[src/rtl/tpt_pkg.sv]
// shared constants and types for the track point time resampler
// no dependencies
package tpt_pkg;

  localparam int MAX_FILL_D       = 62;
  localparam int TIME_FRAC_BITS_D = 16;
  localparam int COORD_WIDTH_D    = 32;
  localparam int FILL_W           = 6;
  localparam int DIV_STEPS        = 64;
  localparam int MUL_STEPS        = 32;

  typedef enum logic [2:0] {
    ST_IDLE,
    ST_EMIT_FIRST,
    ST_FILL_START,
    ST_FILL_WAIT,
    ST_EMIT_FILL,
    ST_EMIT_NEW
  } tpt_state_t;

  typedef enum logic [1:0] {
    MD_IDLE,
    MD_MUL,
    MD_DIV,
    MD_FIN
  } md_phase_t;

endpackage

[src/rtl/track_point_time_resampler.sv]
// Resamples timed 2-D track points onto whole seconds by linear interpolation.
// Input channel in_*: one word per track point (time, x, y, new_track flag),
// accepted when in_valid is high and in_stall is low. Output channel out_*:
// one word per emitted point, taken when out_valid is high and out_stall low.
// The first point of a track is stored and gives no output. Later points give
// the stored first point (once per track), the whole-second fill points and
// then the point itself, marked by out_last_of_run.
// in_stall rises the cycle after acceptance and stays high until the last word
// of that point is in the output register; a point that only starts a track
// leaves in_stall low.
// Each fill point takes a start step, 32 multiply steps, 64 divide steps, a
// rounding step, a hand-off step and a load of the output register; the x and
// y units run side by side. The stored and new points load the output
// register straight from their emit states. The first output word is
// registered from the emit state that follows acceptance, or after the first
// fill point's multiply and divide when a fill point comes first.
// A stalled receiver holds the output register and the sequencer waits.
// Synchronous reset clears the stored point; the next point starts a track.
// depends on tpt_pkg and tpt_muldiv
module track_point_time_resampler #(
  parameter int MAX_FILL       = tpt_pkg::MAX_FILL_D,
  parameter int TIME_FRAC_BITS = tpt_pkg::TIME_FRAC_BITS_D,
  parameter int COORD_WIDTH    = tpt_pkg::COORD_WIDTH_D
) (
  input  logic        clk,
  input  logic        rst_n,
  input  logic        in_valid,
  output logic        in_stall,
  input  logic [31:0] in_point_time,
  input  logic [31:0] in_pos_x,
  input  logic [31:0] in_pos_y,
  input  logic        in_new_track,
  output logic        out_valid,
  input  logic        out_stall,
  output logic [31:0] out_time,
  output logic [31:0] out_x,
  output logic [31:0] out_y,
  output logic        out_is_original,
  output logic        out_last_of_run,
  output logic        out_gap_clipped
);
  import tpt_pkg::*;

  localparam int CW_EFF = (COORD_WIDTH < 32) ? COORD_WIDTH : 32;
  localparam int CSH    = 32 - CW_EFF;
  localparam logic [31:0] TSTEP = 32'(64'd1 << TIME_FRAC_BITS);

  tpt_state_t  state_r, state_nxt;
  logic [31:0] prev_t_r, prev_x_r, prev_y_r;
  logic [31:0] new_t_r, new_x_r, new_y_r;
  logic        have_prev_r, first_sent_r;
  logic [FILL_W-1:0] fill_r;
  logic        clip_r;
  logic [31:0] fill_t_r;

  logic        ov_r;
  logic [31:0] ot_r, ox_r, oy_r;
  logic        oorig_r, olast_r, oclip_r;

  logic        accept, slot_free, restart;
  logic [32:0] tp, tn;
  logic [32:0] fill33;
  logic        gt, clip_c;
  logic [FILL_W-1:0] fill_c;
  logic [31:0] ext_px, ext_py, ext_nx, ext_ny;
  logic        md_start, mdx_done, mdy_done;
  logic [31:0] rx, ry;

  logic emit_first, emit_fill, emit_new;

  assign accept    = in_valid && !in_stall;
  assign in_stall  = (state_r != ST_IDLE);
  assign slot_free = !ov_r || !out_stall;
  assign restart   = in_new_track || !have_prev_r;

  always_comb begin
    tp     = {1'b0, prev_t_r >> TIME_FRAC_BITS};
    tn     = {1'b0, in_point_time >> TIME_FRAC_BITS};
    gt     = tn > tp + 33'd1;
    fill33 = tn - tp - 33'd1;
    clip_c = gt && (fill33 > 33'(MAX_FILL));
    fill_c = !gt ? '0 : (clip_c ? FILL_W'(MAX_FILL) : fill33[FILL_W-1:0]);
    ext_px = 32'($signed(prev_x_r << CSH) >>> CSH);
    ext_py = 32'($signed(prev_y_r << CSH) >>> CSH);
    ext_nx = 32'($signed(new_x_r << CSH) >>> CSH);
    ext_ny = 32'($signed(new_y_r << CSH) >>> CSH);
  end

  always_comb begin
    state_nxt = state_r;
    case (state_r)
      ST_IDLE: begin
        if (accept && !restart) begin
          if (!first_sent_r) state_nxt = ST_EMIT_FIRST;
          else if (fill_c != '0) state_nxt = ST_FILL_START;
          else state_nxt = ST_EMIT_NEW;
        end
      end
      ST_EMIT_FIRST: begin
        if (slot_free) state_nxt = (fill_r != '0) ? ST_FILL_START : ST_EMIT_NEW;
      end
      ST_FILL_START: state_nxt = ST_FILL_WAIT;
      ST_FILL_WAIT: begin
        if (mdx_done && mdy_done) state_nxt = ST_EMIT_FILL;
      end
      ST_EMIT_FILL: begin
        if (slot_free) state_nxt = (fill_r == FILL_W'(1)) ? ST_EMIT_NEW : ST_FILL_START;
      end
      ST_EMIT_NEW: begin
        if (slot_free) state_nxt = ST_IDLE;
      end
      default: state_nxt = ST_IDLE;
    endcase
  end

  always_comb begin
    emit_first = (state_r == ST_EMIT_FIRST) && slot_free;
    emit_fill  = (state_r == ST_EMIT_FILL) && slot_free;
    emit_new   = (state_r == ST_EMIT_NEW) && slot_free;
    md_start   = (state_r == ST_FILL_START);
  end

  tpt_muldiv u_mdx (
    .clk(clk), .rst_n(rst_n), .start(md_start),
    .a(ext_px), .b(ext_nx), .num(fill_t_r - prev_t_r), .den(new_t_r - prev_t_r),
    .done(mdx_done), .result(rx)
  );

  tpt_muldiv u_mdy (
    .clk(clk), .rst_n(rst_n), .start(md_start),
    .a(ext_py), .b(ext_ny), .num(fill_t_r - prev_t_r), .den(new_t_r - prev_t_r),
    .done(mdy_done), .result(ry)
  );

  always_ff @(posedge clk) begin
    if (!rst_n) begin
      state_r      <= ST_IDLE;
      have_prev_r  <= 1'b0;
      first_sent_r <= 1'b0;
      prev_t_r     <= '0;
      prev_x_r     <= '0;
      prev_y_r     <= '0;
      ov_r         <= 1'b0;
    end else begin
      state_r <= state_nxt;
      if (accept && restart) begin
        prev_t_r     <= in_point_time;
        prev_x_r     <= in_pos_x;
        prev_y_r     <= in_pos_y;
        have_prev_r  <= 1'b1;
        first_sent_r <= 1'b0;
      end
      if (emit_new) begin
        prev_t_r     <= new_t_r;
        prev_x_r     <= new_x_r;
        prev_y_r     <= new_y_r;
        first_sent_r <= 1'b1;
      end
      if (emit_first || emit_fill || emit_new) ov_r <= 1'b1;
      else if (!out_stall) ov_r <= 1'b0;
    end
    if (accept) begin
      new_t_r  <= in_point_time;
      new_x_r  <= in_pos_x;
      new_y_r  <= in_pos_y;
      fill_r   <= fill_c;
      clip_r   <= clip_c;
      fill_t_r <= ((prev_t_r >> TIME_FRAC_BITS) << TIME_FRAC_BITS) + TSTEP;
    end
    if (emit_fill) begin
      fill_r   <= fill_r - FILL_W'(1);
      fill_t_r <= fill_t_r + TSTEP;
    end
    if (emit_first) begin
      ot_r <= prev_t_r; ox_r <= prev_x_r; oy_r <= prev_y_r;
      oorig_r <= 1'b1; olast_r <= 1'b0; oclip_r <= clip_r;
    end else if (emit_fill) begin
      ot_r <= fill_t_r; ox_r <= rx; oy_r <= ry;
      oorig_r <= 1'b0; olast_r <= 1'b0; oclip_r <= clip_r;
    end else if (emit_new) begin
      ot_r <= new_t_r; ox_r <= new_x_r; oy_r <= new_y_r;
      oorig_r <= 1'b1; olast_r <= 1'b1; oclip_r <= clip_r;
    end
  end

  assign out_valid       = ov_r;
  assign out_time        = ot_r;
  assign out_x           = ox_r;
  assign out_y           = oy_r;
  assign out_is_original = oorig_r;
  assign out_last_of_run = olast_r;
  assign out_gap_clipped = oclip_r;

endmodule

[src/rtl/tpt_muldiv.sv]
// bit-serial round(|b-a| * num / den) and offset from a, one bit per cycle
// depends on tpt_pkg
module tpt_muldiv (
  input  logic        clk,
  input  logic        rst_n,
  input  logic        start,
  input  logic [31:0] a,
  input  logic [31:0] b,
  input  logic [31:0] num,
  input  logic [31:0] den,
  output logic        done,
  output logic [31:0] result
);
  import tpt_pkg::*;

  md_phase_t   phase_r, phase_nxt;
  logic [5:0]  cnt_r, cnt_nxt;
  logic [63:0] prod_r, prod_nxt;
  logic [31:0] rem_r, rem_nxt;
  logic [31:0] mag_r, mag_nxt;
  logic [31:0] den_r, den_nxt;
  logic [31:0] a_r, a_nxt;
  logic        neg_r, neg_nxt;
  logic        done_r, done_nxt;
  logic [31:0] res_r, res_nxt;

  logic signed [32:0] diff;
  logic [32:0]        sum;
  logic [32:0]        r2;
  logic               ge;
  logic               rnd;
  logic [31:0]        q;

  always_comb begin
    diff      = {b[31], b} - {a[31], a};
    sum       = {1'b0, prod_r[63:32]} + (prod_r[0] ? {1'b0, mag_r} : 33'd0);
    r2        = {rem_r, prod_r[63]};
    ge        = r2 >= {1'b0, den_r};
    rnd       = {rem_r, 1'b0} >= {1'b0, den_r};
    q         = prod_r[31:0] + {31'd0, rnd};
    phase_nxt = phase_r;
    cnt_nxt   = cnt_r;
    prod_nxt  = prod_r;
    rem_nxt   = rem_r;
    mag_nxt   = mag_r;
    den_nxt   = den_r;
    a_nxt     = a_r;
    neg_nxt   = neg_r;
    done_nxt  = 1'b0;
    res_nxt   = res_r;
    case (phase_r)
      MD_IDLE: begin
        if (start) begin
          neg_nxt   = diff[32];
          mag_nxt   = diff[32] ? 32'(-diff) : diff[31:0];
          prod_nxt  = {32'd0, num};
          den_nxt   = den;
          a_nxt     = a;
          rem_nxt   = '0;
          cnt_nxt   = '0;
          phase_nxt = MD_MUL;
        end
      end
      MD_MUL: begin
        prod_nxt = {sum, prod_r[31:1]};
        cnt_nxt  = cnt_r + 6'd1;
        if (cnt_r == 6'(MUL_STEPS - 1)) begin
          cnt_nxt   = '0;
          phase_nxt = MD_DIV;
        end
      end
      MD_DIV: begin
        rem_nxt  = ge ? 32'(r2 - {1'b0, den_r}) : r2[31:0];
        prod_nxt = {prod_r[62:0], ge};
        cnt_nxt  = cnt_r + 6'd1;
        if (cnt_r == 6'(DIV_STEPS - 1)) begin
          phase_nxt = MD_FIN;
        end
      end
      MD_FIN: begin
        res_nxt   = neg_r ? a_r - q : a_r + q;
        done_nxt  = 1'b1;
        phase_nxt = MD_IDLE;
      end
      default: phase_nxt = MD_IDLE;
    endcase
  end

  always_ff @(posedge clk) begin
    if (!rst_n) begin
      phase_r <= MD_IDLE;
      done_r  <= 1'b0;
    end else begin
      phase_r <= phase_nxt;
      done_r  <= done_nxt;
    end
    cnt_r  <= cnt_nxt;
    prod_r <= prod_nxt;
    rem_r  <= rem_nxt;
    mag_r  <= mag_nxt;
    den_r  <= den_nxt;
    a_r    <= a_nxt;
    neg_r  <= neg_nxt;
    res_r  <= res_nxt;
  end

  assign done   = done_r;
  assign result = res_r;

endmodule
[config.mk]
export PLATFORM = sky130hd
export DESIGN_NAME = track_point_time_resampler
export DESIGN_NICKNAME = d
export VERILOG_FILES = /design/src/rtl/tpt_pkg.sv /design/src/rtl/track_point_time_resampler.sv /design/src/rtl/tpt_muldiv.sv
export SDC_FILE = /design/constraint.sdc
export NUM_CORES = 2
export LEC_CHECK = 0
export CORE_MARGIN = 1.5
export CORE_UTILIZATION = 59
export DETAILED_ROUTE_END_ITERATION = 7
export DONT_BUFFER_PORTS = 1
export PLACE_DENSITY = 0.76
export SETUP_SLACK_MARGIN = 0.05
export SYNTH_ARGS = -nofsm -noshare
export SYNTH_HDL_FRONTEND = slang
export SYNTH_SLANG_ARGS = --single-unit
[constraint.sdc]
create_clock -name clk -period 8.3 [get_ports clk]
set_input_delay 0.83 -clock clk [delete_from_list [all_inputs] [get_ports clk]]
set_output_delay 0.83 -clock clk [all_outputs]
set_load 0.1 [all_outputs]
==> key figures <==
CTS
  – PostCTS Resize Cnt: 0
  – Root buffer cell: clkbuf_16
  – Clk sinks: 788
  – Clock transition time at the flip-flop clock pins of the worst setup and hold paths: 60 ps
  – Post-CTS Hold Fix Bufs: 0
  – Worst skew pair latency: 670 ps
  – Post-CTS Repair Setup Buffers: 0
  – CTS tree: built
  – CTS max path bufs: 3
  – Num CTS Buffers: 88
  – H-tree levels: 3

Critical path
  – Most frequent cell on the critical path: ha_1
  – CP max FO: 6
  – CP Class: flop to flop
  – Worst setup SP type: flop
  – Crit path DAT: 7810 ps
  – Worst stage delay on the critical path: 410 ps
  – CP required: 8720 ps
  – Slowest library cell on the worst path: a2111oi_0
  – Worst setup EP type: flop

Power and ir drop
  – PD cells: 345 nW/um^2
  – Total Power: 19.5 mW
  – VDD IR max: 299 uV
  – P_leak: 21.1 nW

Timing
  – Period utilization: 89.1%
  – Fmax: 135 MHz
  – Max-slew violations: 0
  – Max_slew headroom: 19.2%
  – Final setup margin: 908 ps
  – Post-route setup TNS: 0 ps
  – Clk_skew: 31.5 ps
  – Endpoints failing setup: 0
  – Fin. Hold Viols: 0
  – Actual slew at the worst max-slew pin: 1210 ps
  – Minimum clock period: 7390 ps
  – Unrepaired setup endpoints after global routing: no

Synthesis
  – Yosys cell types: 91
  – Post-synth ARST share: 0%
  – Mapped cell area: 52500 sq um
  – Synth Flop Type: edfxtp_1
  – Mapped Cells: 5516
  – Flops & latches, synth: 788
  – Synth Area per Inst: 9.52 sq um
  – Post-Syn Nets: 5986
  – Synth Warn #: 0
  – Seq/Total Area, Yosys: 43.0%
  – Post-synth EDFFs: 678

Route
  – Met3 routed WL: 12.7 mm
  – Detailed-route wire length: 145 mm
  – First DRT Iteration DRCs: 4151
  – Drc violations: 0
  – Routed Antenna Nets: 0
  – Drt wl/cell: 21.9 um
  – Met1 WL: 62.5 mm
  – Vias per std cell: 6.34
  – Pre-antenna DRT Iters: 6
  – Routed vias: 42200
  – DR WL met2: 64.9 mm
  – Top layer used by detailed routing: met5

Floorplan
  – Die W: 301 um
  – Initial core utilization: 59.5%
  – I/O pins: 202
  – Cell Rows: 109
  – Die area: 90800 sq um
  – CORE AREA: 88200 sq um
  – Die height: 301 um

Placed design
  – Post-placement cell count: 6484
  – Place WS: 819 ps
  – DP HPWL: 106 mm
  – Routability Congestion: 0.976
  – I/O Buffers: 0

Flow run
  – Max-cap viol count: 0

Global routing
  – Initial antenna violation count: 3
  – Vias in the first global route: 39600
  – Largest net degree at the start of global routing: 103
  – Global Route Usage Sum: 31.4%
  – Global-route wire length before repair: 225 mm
  – Total global routing overflow: 0

Cells and area
  – Area Growth Syn to Fin: 7.63%
  – Util after Layout: 64.1%
  – Top Registers: u_mdx.prod_r x64, u_mdy.prod_r x64
  – Filler cell count: 7071
  – Fin cells: 6651
  – Share of cells above drive strength 1: 4.78%
  – Nets: 5879

Run status
  – Status: completed

Min path
  – HP Class: input port to flop
==> layer usage <==
| metal | up-vias | GRT usage (%) |
|---|---|---|
| met3 | 266 | 5.96 |
| met1 | 20200 | 43.9 |
| li1 | 20000 | - |
| met4 | 4 | 11.3 |
| met2 | 1707 | 48.7 |
| met5 | - | 0 |
==> power breakdown <==
| group | switching [mW] | internal [mW] | total [mW] |
|---|---|---|---|
| clock network | 1.69 | 2.43 | 4.12 |
| registers | 1.64 | 5.64 | 7.28 |
| logic | 5.15 | 2.97 | 8.11 |
==> cell usage after synthesis (27+ instances only) <==
library cell	number	area share (%)
edfxtp_1	678	39
nand2_1	622	4.4
nor2_1	447	3.2
a21oi_1	376	3.6
ha_1	359	8.6
xnor2_1	326	5.4
inv_1	305	2.2
o21ai_0	300	2.9
clkbuf_1	211	1.5
xor2_1	160	2.7
a21o_1	146	2.1
nand3_1	118	1.1
dfxtp_1	110	4.2
and2_1	101	1.2
a311oi_1	98	1.6
nor3_1	84	0.80
mux2i_1	76	1.4
o21a_1	73	1.0
and3_1	70	0.83
nand4_1	60	0.71
nor2b_1	60	0.71
a31oi_1	49	0.58
a211oi_1	48	0.69
a22oi_1	43	0.61
a221oi_1	42	0.70
nand2b_1	42	0.50
o21bai_1	40	0.57
or3_1	40	0.48
a22o_1	35	0.58
o211ai_1	30	0.43
nor4_1	27	0.32
==> path summary, 6_finish.rpt <==
check,startpoint,to,cells past startpoint,slack [ps]
worst max-delay path,u_mdy.rem_r[9],u_mdy.result[31],29,910
worst min-delay path,in_point_time[24],new_t_r[24],0,250
worst max register to register,u_mdy.rem_r[9],u_mdy.result[31],29,910
worst min register to register,clip_r,out_gap_clipped,0,430
==> layout by cell type (no fill, tap or decap), types with 38 or more instances in the layout <==
master / count
o21bai_1: 38
ha_1: 352
nand4_1: 60
edfxtp_1: 678
and2_1: 100
o21a_1: 73
a311oi_1: 98
a221oi_1: 42
nor3_1: 83
or3_1: 40
inv_1: 302
dfxtp_1: 110
nand3_1: 117
a211oi_1: 48
a21o_1: 146
mux2i_1: 76
a22oi_1: 43
nor2_1: 446
o21ai_0: 300
buf_4: 40
and3_1: 67
clkbuf_16: 92
nand2b_1: 42
nand2_1: 621
xor2_1: 160
a31oi_1: 49
a21oi_1: 374
nor2b_1: 60
xnor2_1: 326
==> cell type report <==
| type | count | area [sq um] | share of cell area [%] |
|---|---|---|---|
| Timing Repair Buffer | 40 | 300 | 0.531 |
| Clock inverter | 37 | 450 | 0.797 |
| Multi-Input combinational cell | 4184 | 28000 | 49.6 |
| Clock buffer | 127 | 2560 | 4.54 |
| Sequential cell | 788 | 22600 | 39.9 |
| Inverter | 307 | 1160 | 2.05 |
| Tap cell | 1165 | 1460 | 2.58 |
| Antenna cell | 3 | 7.51 | 0.0133 |
==> per-stage QoR <==
| step | instance area (sq um) | hold WS (ps) |
|---|---|---|
| after floorplan | 52500 | 400 |
| after global placement | 53500 | 406 |
| after detailed placement | 53500 | 408 |
| after CTS | 56500 | 220 |
| after global routing | 56500 | 237 |
| final | 56500 | 254 |
==> kinds of logic (layout without fill, tap and decap cells) <==
family,count (synthesis),after routing,share of synthesized area [%]
other,0,3,0
AOI/OAI and AO/OA,1468,1468,18.5
adders and majority gates,369,369,8.93
xor gates and xnor gates,486,486,8.10
and+or+nand+nor,1781,1781,16.0
muxes,80,80,1.53
buffers and inverters,544,511,3.90
DFF,788,788,43.0
==> worst max-delay path, delay by kind of cell (launching register included) <==
kind	cells	cell delay, ps
AOI/OAI and AO/OA	17	4160
adders and majority gates	4	1280
and+or+nand+nor	4	700
buffers and inverters	1	160
xor gates and xnor gates	3	480
DFF	1	390
Power figures use the tool's default switching activity.
